==> config.mk <==
export PLATFORM = sky130hd
export DESIGN_NAME = md5_name_guid_generator_unit
export DESIGN_NICKNAME = d
export VERILOG_FILES = /design/src/hw/rtl/md5g_pkg.sv /design/src/hw/rtl/md5_name_guid_generator_unit.sv /design/src/hw/rtl/md5g_fifo.sv /design/src/hw/rtl/md5g_engine.sv
export SDC_FILE = /design/constraint.sdc
export NUM_CORES = 2
export LEC_CHECK = 0
export BUFFER_PORTS_ARGS = -buffer_cell sky130_fd_sc_hd__buf_2
export CAP_MARGIN = 10
export CELL_PAD_IN_SITES_DETAIL_PLACEMENT = 1
export CELL_PAD_IN_SITES_GLOBAL_PLACEMENT = 1
export CORE_ASPECT_RATIO = 1.25
export CORE_UTILIZATION = 47
export CTS_BUF_LIST = sky130_fd_sc_hd__clkbuf_2
export DETAILED_ROUTE_END_ITERATION = 6
export HOLD_SLACK_MARGIN = 0.02
export PLACE_DENSITY_LB_ADDON = 0.1
export SLEW_MARGIN = 20
export SYNTH_ARGS = -nofsm -noshare
export SYNTH_HDL_FRONTEND = slang
export SYNTH_SLANG_ARGS = --single-unit
==> constraint.sdc <==
create_clock -name clk -period 11.4 [get_ports clk]
set_input_delay 0.57 -clock clk [delete_from_list [all_inputs] [get_ports clk]]
set_output_delay 0.57 -clock clk [all_outputs]
set_load 0.1 [all_outputs]
==> src/hw/rtl/md5g_pkg.sv <==
// Shared types and constants for the MD5 name-based GUID generator.
// No dependencies.
package md5g_pkg;

  typedef struct packed {
    logic [7:0] data_byte;
    logic       has_byte;
    logic       last;
  } md5g_item_t;

  typedef enum logic [2:0] {
    ST_IDLE,
    ST_PAD,
    ST_LEN,
    ST_RUN,
    ST_OUT
  } md5g_state_t;

  localparam logic [31:0] H0_INIT = 32'h67452301;
  localparam logic [31:0] H1_INIT = 32'hefcdab89;
  localparam logic [31:0] H2_INIT = 32'h98badcfe;
  localparam logic [31:0] H3_INIT = 32'h10325476;
  localparam logic [7:0]  PAD_BYTE = 8'h80;
  localparam logic [7:0]  VER_MASK = 8'h0F;
  localparam logic [7:0]  VER_BITS = 8'h30;
  localparam logic [7:0]  VAR_MASK = 8'h3F;
  localparam logic [7:0]  VAR_BITS = 8'h80;
  localparam logic [7:0]  PREFIX_4 = 8'hDA;
  localparam logic [7:0]  PREFIX_5 = 8'hE0;

  function automatic logic [31:0] sine_k(input logic [5:0] i);
    logic [31:0] k;
    unique case (i)
      6'd0: k = 32'hd76aa478;  6'd1: k = 32'he8c7b756;  6'd2: k = 32'h242070db;
      6'd3: k = 32'hc1bdceee;  6'd4: k = 32'hf57c0faf;  6'd5: k = 32'h4787c62a;
      6'd6: k = 32'ha8304613;  6'd7: k = 32'hfd469501;  6'd8: k = 32'h698098d8;
      6'd9: k = 32'h8b44f7af;  6'd10: k = 32'hffff5bb1; 6'd11: k = 32'h895cd7be;
      6'd12: k = 32'h6b901122; 6'd13: k = 32'hfd987193; 6'd14: k = 32'ha679438e;
      6'd15: k = 32'h49b40821; 6'd16: k = 32'hf61e2562; 6'd17: k = 32'hc040b340;
      6'd18: k = 32'h265e5a51; 6'd19: k = 32'he9b6c7aa; 6'd20: k = 32'hd62f105d;
      6'd21: k = 32'h02441453; 6'd22: k = 32'hd8a1e681; 6'd23: k = 32'he7d3fbc8;
      6'd24: k = 32'h21e1cde6; 6'd25: k = 32'hc33707d6; 6'd26: k = 32'hf4d50d87;
      6'd27: k = 32'h455a14ed; 6'd28: k = 32'ha9e3e905; 6'd29: k = 32'hfcefa3f8;
      6'd30: k = 32'h676f02d9; 6'd31: k = 32'h8d2a4c8a; 6'd32: k = 32'hfffa3942;
      6'd33: k = 32'h8771f681; 6'd34: k = 32'h6d9d6122; 6'd35: k = 32'hfde5380c;
      6'd36: k = 32'ha4beea44; 6'd37: k = 32'h4bdecfa9; 6'd38: k = 32'hf6bb4b60;
      6'd39: k = 32'hbebfbc70; 6'd40: k = 32'h289b7ec6; 6'd41: k = 32'heaa127fa;
      6'd42: k = 32'hd4ef3085; 6'd43: k = 32'h04881d05; 6'd44: k = 32'hd9d4d039;
      6'd45: k = 32'he6db99e5; 6'd46: k = 32'h1fa27cf8; 6'd47: k = 32'hc4ac5665;
      6'd48: k = 32'hf4292244; 6'd49: k = 32'h432aff97; 6'd50: k = 32'hab9423a7;
      6'd51: k = 32'hfc93a039; 6'd52: k = 32'h655b59c3; 6'd53: k = 32'h8f0ccc92;
      6'd54: k = 32'hffeff47d; 6'd55: k = 32'h85845dd1; 6'd56: k = 32'h6fa87e4f;
      6'd57: k = 32'hfe2ce6e0; 6'd58: k = 32'ha3014314; 6'd59: k = 32'h4e0811a1;
      6'd60: k = 32'hf7537e82; 6'd61: k = 32'hbd3af235; 6'd62: k = 32'h2ad7d2bb;
      default: k = 32'heb86d391;
    endcase
    return k;
  endfunction

  function automatic logic [4:0] rot_amt(input logic [5:0] i);
    logic [4:0] r;
    unique case ({i[5:4], i[1:0]})
      4'd0: r = 5'd7;   4'd1: r = 5'd12;  4'd2: r = 5'd17;  4'd3: r = 5'd22;
      4'd4: r = 5'd5;   4'd5: r = 5'd9;   4'd6: r = 5'd14;  4'd7: r = 5'd20;
      4'd8: r = 5'd4;   4'd9: r = 5'd11;  4'd10: r = 5'd16; 4'd11: r = 5'd23;
      4'd12: r = 5'd6;  4'd13: r = 5'd10; 4'd14: r = 5'd15; default: r = 5'd21;
    endcase
    return r;
  endfunction

endpackage

==> src/hw/rtl/md5_name_guid_generator_unit.sv <==
// Top level of the MD5 name-based GUID generator, built from md5g_pkg, md5g_fifo and
// md5g_engine. Each input beat carries one byte in s_tdata; s_tuser says that the byte
// belongs to the message and s_tlast ends the message, so a beat with s_tuser low and
// s_tlast high ends a message as it stands, even an empty one. One GUID beat comes out
// per message, guid_upper in m_tdata[63:0] and guid_lower in m_tdata[127:64], and the
// block then returns to the initial MD5 state. The engine takes one byte per cycle while
// idle; the 64th byte of each block starts the 64 rounds, during which no byte is taken.
// After the last beat, the engine writes the padding bytes up to byte 56 of the block,
// then the length, runs the 64 rounds and loads the output register; with p bytes of
// the last block filled and p of 56 or more, one more block is compressed first. A
// two-beat queue at the input registers each beat and lets the sender run ahead
// during the rounds. A finished GUID waits in the output register until it is taken;
// only the next GUID waits for it.
module md5_name_guid_generator_unit (
  input  logic         clk,
  input  logic         rst,
  input  logic         s_tvalid,
  output logic         s_tready,
  input  logic [7:0]   s_tdata,   // data_byte
  input  logic         s_tuser,   // has_byte
  input  logic         s_tlast,   // last
  output logic         m_tvalid,
  input  logic         m_tready,
  output logic [127:0] m_tdata    // guid_upper, guid_lower
);
  import md5g_pkg::*;
  md5g_item_t qi, qo;
  logic qv, qr;
  logic [63:0] up, lo;
  assign qi = '{data_byte: s_tdata, has_byte: s_tuser, last: s_tlast};
  md5g_fifo u_q (.clk, .rst, .in_valid(s_tvalid), .in_ready(s_tready), .in_item(qi),
                 .out_valid(qv), .out_ready(qr), .out_item(qo));
  md5g_engine u_e (.clk, .rst, .item_valid(qv), .item_ready(qr), .item(qo),
                   .res_valid(m_tvalid), .res_ready(m_tready),
                   .guid_upper(up), .guid_lower(lo));
  assign m_tdata = {lo, up};

  a_out_hold: assert property (@(posedge clk) disable iff (rst)
    m_tvalid && !m_tready |=> m_tvalid && $stable(m_tdata));
  a_out_reset: assert property (@(posedge clk) rst |=> !m_tvalid);
  a_out_known: assert property (@(posedge clk) disable iff (rst)
    m_tvalid |-> !$isunknown(m_tdata));
  a_in_ready_known: assert property (@(posedge clk) disable iff (rst)
    !$isunknown(s_tready));
endmodule

==> src/hw/rtl/md5g_fifo.sv <==
// Short item queue between the input side and the hashing engine.
// Depends on md5g_pkg.
module md5g_fifo (
  input  logic              clk,
  input  logic              rst,
  input  logic              in_valid,
  output logic              in_ready,
  input  md5g_pkg::md5g_item_t in_item,
  output logic              out_valid,
  input  logic              out_ready,
  output md5g_pkg::md5g_item_t out_item
);
  import md5g_pkg::*;

  md5g_item_t slot [2];
  logic       wptr;
  logic       rptr;
  logic [1:0] count;

  assign in_ready  = (count != 2'd2);
  assign out_valid = (count != 2'd0);
  assign out_item  = slot[rptr];

  always_ff @(posedge clk) begin
    if (in_valid && in_ready) begin
      slot[wptr] <= in_item;
    end
  end

  always_ff @(posedge clk) begin
    if (rst) begin
      wptr  <= 1'b0;
      rptr  <= 1'b0;
      count <= 2'd0;
    end else begin
      if (in_valid && in_ready) wptr <= ~wptr;
      if (out_valid && out_ready) rptr <= ~rptr;
      count <= count + 2'((in_valid && in_ready) ? 1 : 0)
                     - 2'((out_valid && out_ready) ? 1 : 0);
    end
  end
endmodule

==> src/hw/rtl/md5g_engine.sv <==
// MD5 engine: block buffer, padding sequencer, one round per cycle, GUID output register.
// Depends on md5g_pkg.
module md5g_engine (
  input  logic              clk,
  input  logic              rst,
  input  logic              item_valid,
  output logic              item_ready,
  input  md5g_pkg::md5g_item_t item,
  output logic              res_valid,
  input  logic              res_ready,
  output logic [63:0]       guid_upper,
  output logic [63:0]       guid_lower
);
  import md5g_pkg::*;

  md5g_state_t state, state_next;
  logic [31:0] blk [16];
  logic [31:0] h [4];
  logic [31:0] a, b, c, d;
  logic [63:0] bit_count;
  logic [5:0]  pos;        // next free byte within the block
  logic [5:0]  ppos;       // next padding byte within the block
  logic        pad_first;  // the 0x80 marker is still to be written
  logic [5:0]  rnd;
  logic        finishing;  // the running compression belongs to the padding
  logic        len_done;   // the running compression holds the length

  logic        wr_en;
  logic [5:0]  wr_pos;
  logic [7:0]  wr_byte;
  logic        start_run;
  logic        emit;

  logic [31:0] f, s, sum, rot;
  logic [3:0]  g;
  logic [31:0] n0, n1, n2, n3;
  logic [7:0]  dg [16];

  assign pos = bit_count[8:3];

  always_comb begin
    unique case (rnd[5:4])
      2'd0: begin
        f = (b & c) | (~b & d);
        g = rnd[3:0];
      end
      2'd1: begin
        f = (d & b) | (~d & c);
        g = 4'(5 * rnd + 1);
      end
      2'd2: begin
        f = b ^ c ^ d;
        g = 4'(3 * rnd + 5);
      end
      2'd3: begin
        f = c ^ (b | ~d);
        g = 4'(7 * rnd);
      end
    endcase
    sum = a + f + sine_k(rnd) + blk[g];
    s   = sum;
    rot = (s << rot_amt(rnd)) | (s >> (6'd32 - {1'b0, rot_amt(rnd)}));
  end

  assign n0 = h[0] + d;
  assign n1 = h[1] + b + rot;
  assign n2 = h[2] + b;
  assign n3 = h[3] + c;

  always_ff @(posedge clk) begin
    if (rst) state <= ST_IDLE;
    else     state <= state_next;
  end

  always_comb begin
    state_next = state;
    item_ready = 1'b0;
    wr_en      = 1'b0;
    wr_pos     = pos;
    wr_byte    = item.data_byte;
    start_run  = 1'b0;
    emit       = 1'b0;
    unique case (state)
      ST_IDLE: begin
        item_ready = 1'b1;
        if (item_valid) begin
          wr_en = item.has_byte;
          // A byte that fills the block is compressed before any padding.
          if (item.has_byte && pos == 6'd63) begin
            start_run  = 1'b1;
            state_next = ST_RUN;
          end else if (item.last) begin
            state_next = ST_PAD;
          end
        end
      end
      ST_PAD: begin
        wr_en   = 1'b1;
        wr_pos  = ppos;
        wr_byte = pad_first ? PAD_BYTE : 8'h00;
        if (ppos == 6'd55) begin
          state_next = ST_LEN;
        end else if (ppos == 6'd63) begin
          start_run  = 1'b1;
          state_next = ST_RUN;
        end
      end
      ST_LEN: begin
        start_run  = 1'b1;
        state_next = ST_RUN;
      end
      ST_RUN: begin
        if (rnd == 6'd63) begin
          if (len_done)       state_next = ST_OUT;
          else if (finishing) state_next = ST_PAD;
          else                state_next = ST_IDLE;
        end
      end
      ST_OUT: begin
        if (!res_valid || res_ready) begin
          emit       = 1'b1;
          state_next = ST_IDLE;
        end
      end
      default: state_next = ST_IDLE;
    endcase
  end

  always_ff @(posedge clk) begin
    if (rst) begin
      bit_count <= '0;
      h[0] <= H0_INIT; h[1] <= H1_INIT; h[2] <= H2_INIT; h[3] <= H3_INIT;
      finishing <= 1'b0;
      len_done  <= 1'b0;
      pad_first <= 1'b0;
      ppos      <= '0;
      rnd       <= '0;
    end else begin
      if (wr_en) blk[wr_pos[5:2]][{wr_pos[1:0], 3'b000} +: 8] <= wr_byte;
      if (start_run) begin
        a <= h[0]; b <= h[1]; c <= h[2]; d <= h[3]; rnd <= '0;
      end
      unique case (state)
        ST_IDLE: begin
          if (item_valid) begin
            if (item.has_byte) bit_count <= bit_count + 64'd8;
            finishing <= item.last;
            len_done  <= 1'b0;
            pad_first <= 1'b1;
            ppos      <= item.has_byte ? 6'(pos + 6'd1) : pos;
          end
        end
        ST_PAD: begin
          pad_first <= 1'b0;
          ppos      <= ppos + 6'd1;
        end
        ST_LEN: begin
          blk[14]  <= bit_count[31:0];
          blk[15]  <= bit_count[63:32];
          len_done <= 1'b1;
        end
        ST_RUN: begin
          a <= d; d <= c; c <= b; b <= b + rot;
          rnd <= rnd + 6'd1;
          if (rnd == 6'd63) begin
            h[0] <= n0; h[1] <= n1; h[2] <= n2; h[3] <= n3;
          end
        end
        ST_OUT: begin
          if (emit) begin
            guid_upper <= {dg[0], dg[1], dg[2], dg[3], PREFIX_4, PREFIX_5,
                           (dg[6] & VER_MASK) | VER_BITS, dg[7]};
            guid_lower <= {(dg[8] & VAR_MASK) | VAR_BITS, dg[9], dg[10], dg[11],
                           dg[12], dg[13], dg[14], dg[15]};
            h[0] <= H0_INIT; h[1] <= H1_INIT; h[2] <= H2_INIT; h[3] <= H3_INIT;
            bit_count <= '0;
            finishing <= 1'b0;
            len_done  <= 1'b0;
          end
        end
        default: ;
      endcase
    end
  end

  // The result register holds its beat until it is taken.
  always_ff @(posedge clk) begin
    if (rst)            res_valid <= 1'b0;
    else if (emit)      res_valid <= 1'b1;
    else if (res_ready) res_valid <= 1'b0;
  end

  always_comb begin
    for (int i = 0; i < 16; i++) dg[i] = h[i >> 2][8 * (i & 3) +: 8];
  end
endmodule
==> metrics.md <==
| Metric | Value |
|---|---|
| 1st-iter DRT viols | 3,879 |
| Vias in the first global route | 48.74k |
| I/O Buffers | ~120 |
| Overflow after GRT | 0 |
| Drt first pass iters | 6 |
| Sequential area share after synthesis | 48.14% |
| Yosys warning count | 0 |
| Die ar. | 128,100 µm² |
| Total Wirelength | between 200 and 250 mm |
| Async S/R FF share, synth | 0% |
| Final Setup Violations | 0 |
| Post-synthesis simple-gate area fraction | 12.91% |
| XOR/XNOR Fraction of Synth Area | 4.148% |
| FF+latch count, synth | 1,016 |
| Fillcell total | 13.95k |
| Worst VDD drop | 0.1592 mV |
| Clock buffer depth | 4 |
| Chip width | 320.3 µm |
| Tcrit/Tclk final | 96.11% |
| Post-DP HPWL | roughly 150 mm |
| Crit path largest cell delay | 0.63 ns |
| Multi-input logic area | approximately 29,000 µm² |
| Crit-path max FO | 35 |
| Worst R2R Path Depth | 44 |
| Max Cap Viol | 0 |
| Setup CP Type | reg -> reg |
| Tightest Pin Transition | 1.154 ns |
| EDFF count, synth | 830 |
| Largest net degree at the start of global routing | between 100 and 150 |
| Num Clock Sinks | 1,016 |
| Syn Area/Cell | 10.42 µm² |
| Largest family of logic cells by synthesized area | compound AO/OA/AOI/OAI gates |
| Clock root buffer | clkbuf_2 |
| Power Total | 17.68 mW |
| Slew headroom | around 23% |
| Initial antenna violation count | 10 |
| First-pass GRT wire length | slightly above 300 mm |
| Mapped Area | ~60,000 µm² |
| Post-route minimum period | 10.96 ns |
| Compound-cell area share of the yosys netlist | ~15% |
| Critical path capture point type | register |
| Pleak | 26.03 nW |
| Layout cell share with drive strength beyond 1 | 16.47% |
| Post-DRT Antenna Nets | 0 |
| Startpoint Class | register |
| Hold WC Path Type | in -> reg |
| TNS Setup | 0 ns |
| Cell count after synthesis | ~5.7k |
| Finished Layout Cells | 7,951 |
| Mux share of post-synthesis cell area | 7.365% |
| Vias | 47.27k |
| Run status | complete, no violations |
| Tot GR Track Use | 32.54% |
| Drt drc | 0 |
| Starting density of the core | 47.47% |
| Inserted Clock Buffers | 277 |
| Max Freq | 91.27 MHz |
| Clock skew | approximately 0.20 ns |
| Clk slew on worst S/H paths | 0.11 ns |
| Crit path DAT | 12.28 ns |
| Commonest non-fill, non-tap cells in the layout | edfxtp_1 (830), nand2_1 (760), nor2_1 (502) |
| Nets | 6,401 |
| Ports | approximately 140 |
| Die height | 399.8 µm |
| Detail-routed net length per standard cell | 26.35 µm |
| Synth-to-layout area growth | 10.48% |
| GPL Wtd Cong | between 0.9 and 1 |
| Final Slew Violations | 0 |
| Std-Cell Rows | 145 |
| Power Density | 269.0 nW/µm² |
| Vias per inst | about 6 |
| Hold path cells | 3 |
| Placed Cells | 7,441 |
| Synth Flop Type | edfxtp_1 |
| Worst EP required | 12.73 ns |
| Worst path slowest cell | mux4_4 |
| Commonest non-fill, non-tap cell in the layout | edfxtp_1 |
| Core Area | 125,400 µm² |
| Worst-skew pair later-pin latency | 1.63 ns |
| CTS tree | yes |
| H-tree depth | 5 |
| Synth Area in Adders | 7.986% |
| Storage cell area | 28,660 µm² |
| Fin. Hold Viols | 0 |
| Yosys cell types | roughly 100 |
-- cell families after synthesis --
kind of cell             Yosys count
multiplexers                     267
adder cells (fa/ha/maj)          320
flip-flops                      1016
XOR/XNOR                         276
AND/OR/NAND/NOR                 1756
buffers and inverters            678
AO/OA/AOI/OAI                   1395
other                              2
-- worst max-delay path, delay by kind of cell (launching register included) --
| kind | cells | cell delay [ns] |
|---|---|---|
| xor gates and xnor gates | 2 | 0.55 |
| adders and majority gates | 7 | 2.72 |
| AOI/OAI and AO/OA | 20 | 4.27 |
| DFF | 1 | 0.39 |
| muxes | 2 | 0.75 |
| buffers and inverters | 9 | 1.24 |
| and+or+nand+nor | 4 | 0.72 |
-- repair_timing --
item | 4_1_cts | 5_1_grt
setup buffers | 0 | 9
endpoints found under the hold margin | 111 | 0
hold buffers | 29 | 0
resized for setup | 1 | 35
pin swaps | 0 | 5
endpoints found under the setup margin | 2 | 16
-- worst paths after layout --
check	start	to	slack, ns
min reg2reg	u_e.h[0][11]$_SDFFE_PP0P_	u_e.guid_upper[51]$_DFFE_PP_	0.43
max reg2reg	u_e.rnd[0]$_SDFFE_PP0N_	u_e.b[30]$_DFFE_PP_	0.44
min	s_tuser	u_q.slot[0][1]$_DFFE_PP_	0.28
max	u_e.rnd[0]$_SDFFE_PP0N_	u_e.b[30]$_DFFE_PP_	0.44
-- synthesized netlist by cell type (all sizes together), types with 15 or more instances --
master,instances,area [µm²]
or3,37,236.5
ha,219,2740
o21bai,22,165.2
edfxtp,830,24920
nor3,99,505.5
and3,51,319.1
nand2,765,2879
nand2b,39,244.0
o22a,31,271.5
dfxtp,186,3724
or2,15,93.84
xor2,150,1321
a211oi,87,678.2
o22ai,15,93.84
inv,356,1336
o21ai,351,1757
a21o,95,713.2
clkbuf,228,855.8
xnor2,123,1077
mux4,133,2999
a311oi,37,341.6
o311ai,15,131.4
mux2i,103,1035
nor2b,59,369.1
o211ai,50,380.4
a22o,18,157.7
o31ai,29,222.7
a21oi,405,2046
and2,20,125.1
buf,91,473.0
fa,100,2002
o21a,31,232.7
nand3,88,440.4
a31oi,71,450.4
a221oi,17,155.1
nand4,23,150.1
nor2,512,1922
mux2,31,349.1
-- stage by stage --
step                util (%)  hold slack [ns]  setup WS [ns]  cell area (µm²)
floorplan                  -           0.4498         0.6354            59580
global placement       50.18           0.4657         0.2350            62910
detailed placement     50.18           0.4830       0.004365            62910
CTS                    52.25          0.02269        0.04589            65500
global route           52.44           0.1368      -0.005386            65740
finish                 52.44           0.2803         0.4434            65750
-- report_power, final --
| part | leakage, nW | internal, mW | total (mW) | switching, mW |
|---|---|---|---|---|
| combinational | 15.1 | 4.41 | 10.8 | 6.38 |
| sequential | 9.16 | 4.24 | 4.37 | 0.127 |
| clock | 1.80 | 0.961 | 2.53 | 1.57 |
| total | 26.0 | 9.61 | 17.7 | 8.07 |
-- state kept, by name (all words and copies together), names as in the netlist, 32 cells and up, named ones only --
name	cells
u_e.bit_count	61
u_e.c	32
u_e.h	128
u_e.b	32
u_e.blk	512
u_e.guid_lower	62
u_e.guid_upper	44
u_e.d	32
u_e.a	32
-- cell type report --
class	count	area share [%]
Antenna cell	9	0.03426
Clock buffer	392	2.984
Clock inverter	71	0.5005
Inverter	359	2.050
Multi-Input combinational cell	4036	43.43
Sequential cell	1016	43.59
Tap cell	1690	3.216
Timing Repair Buffer	378	4.198
-- metal layers --
layer  GRT usage (%)  part of all wire (%)
met5               0                0.0095
met4           17.09                   5.5
met3           4.661                   5.4
met2           56.09                    49
met1           39.58                    40
No activity file was read; power rests on OpenSTA's default activity.
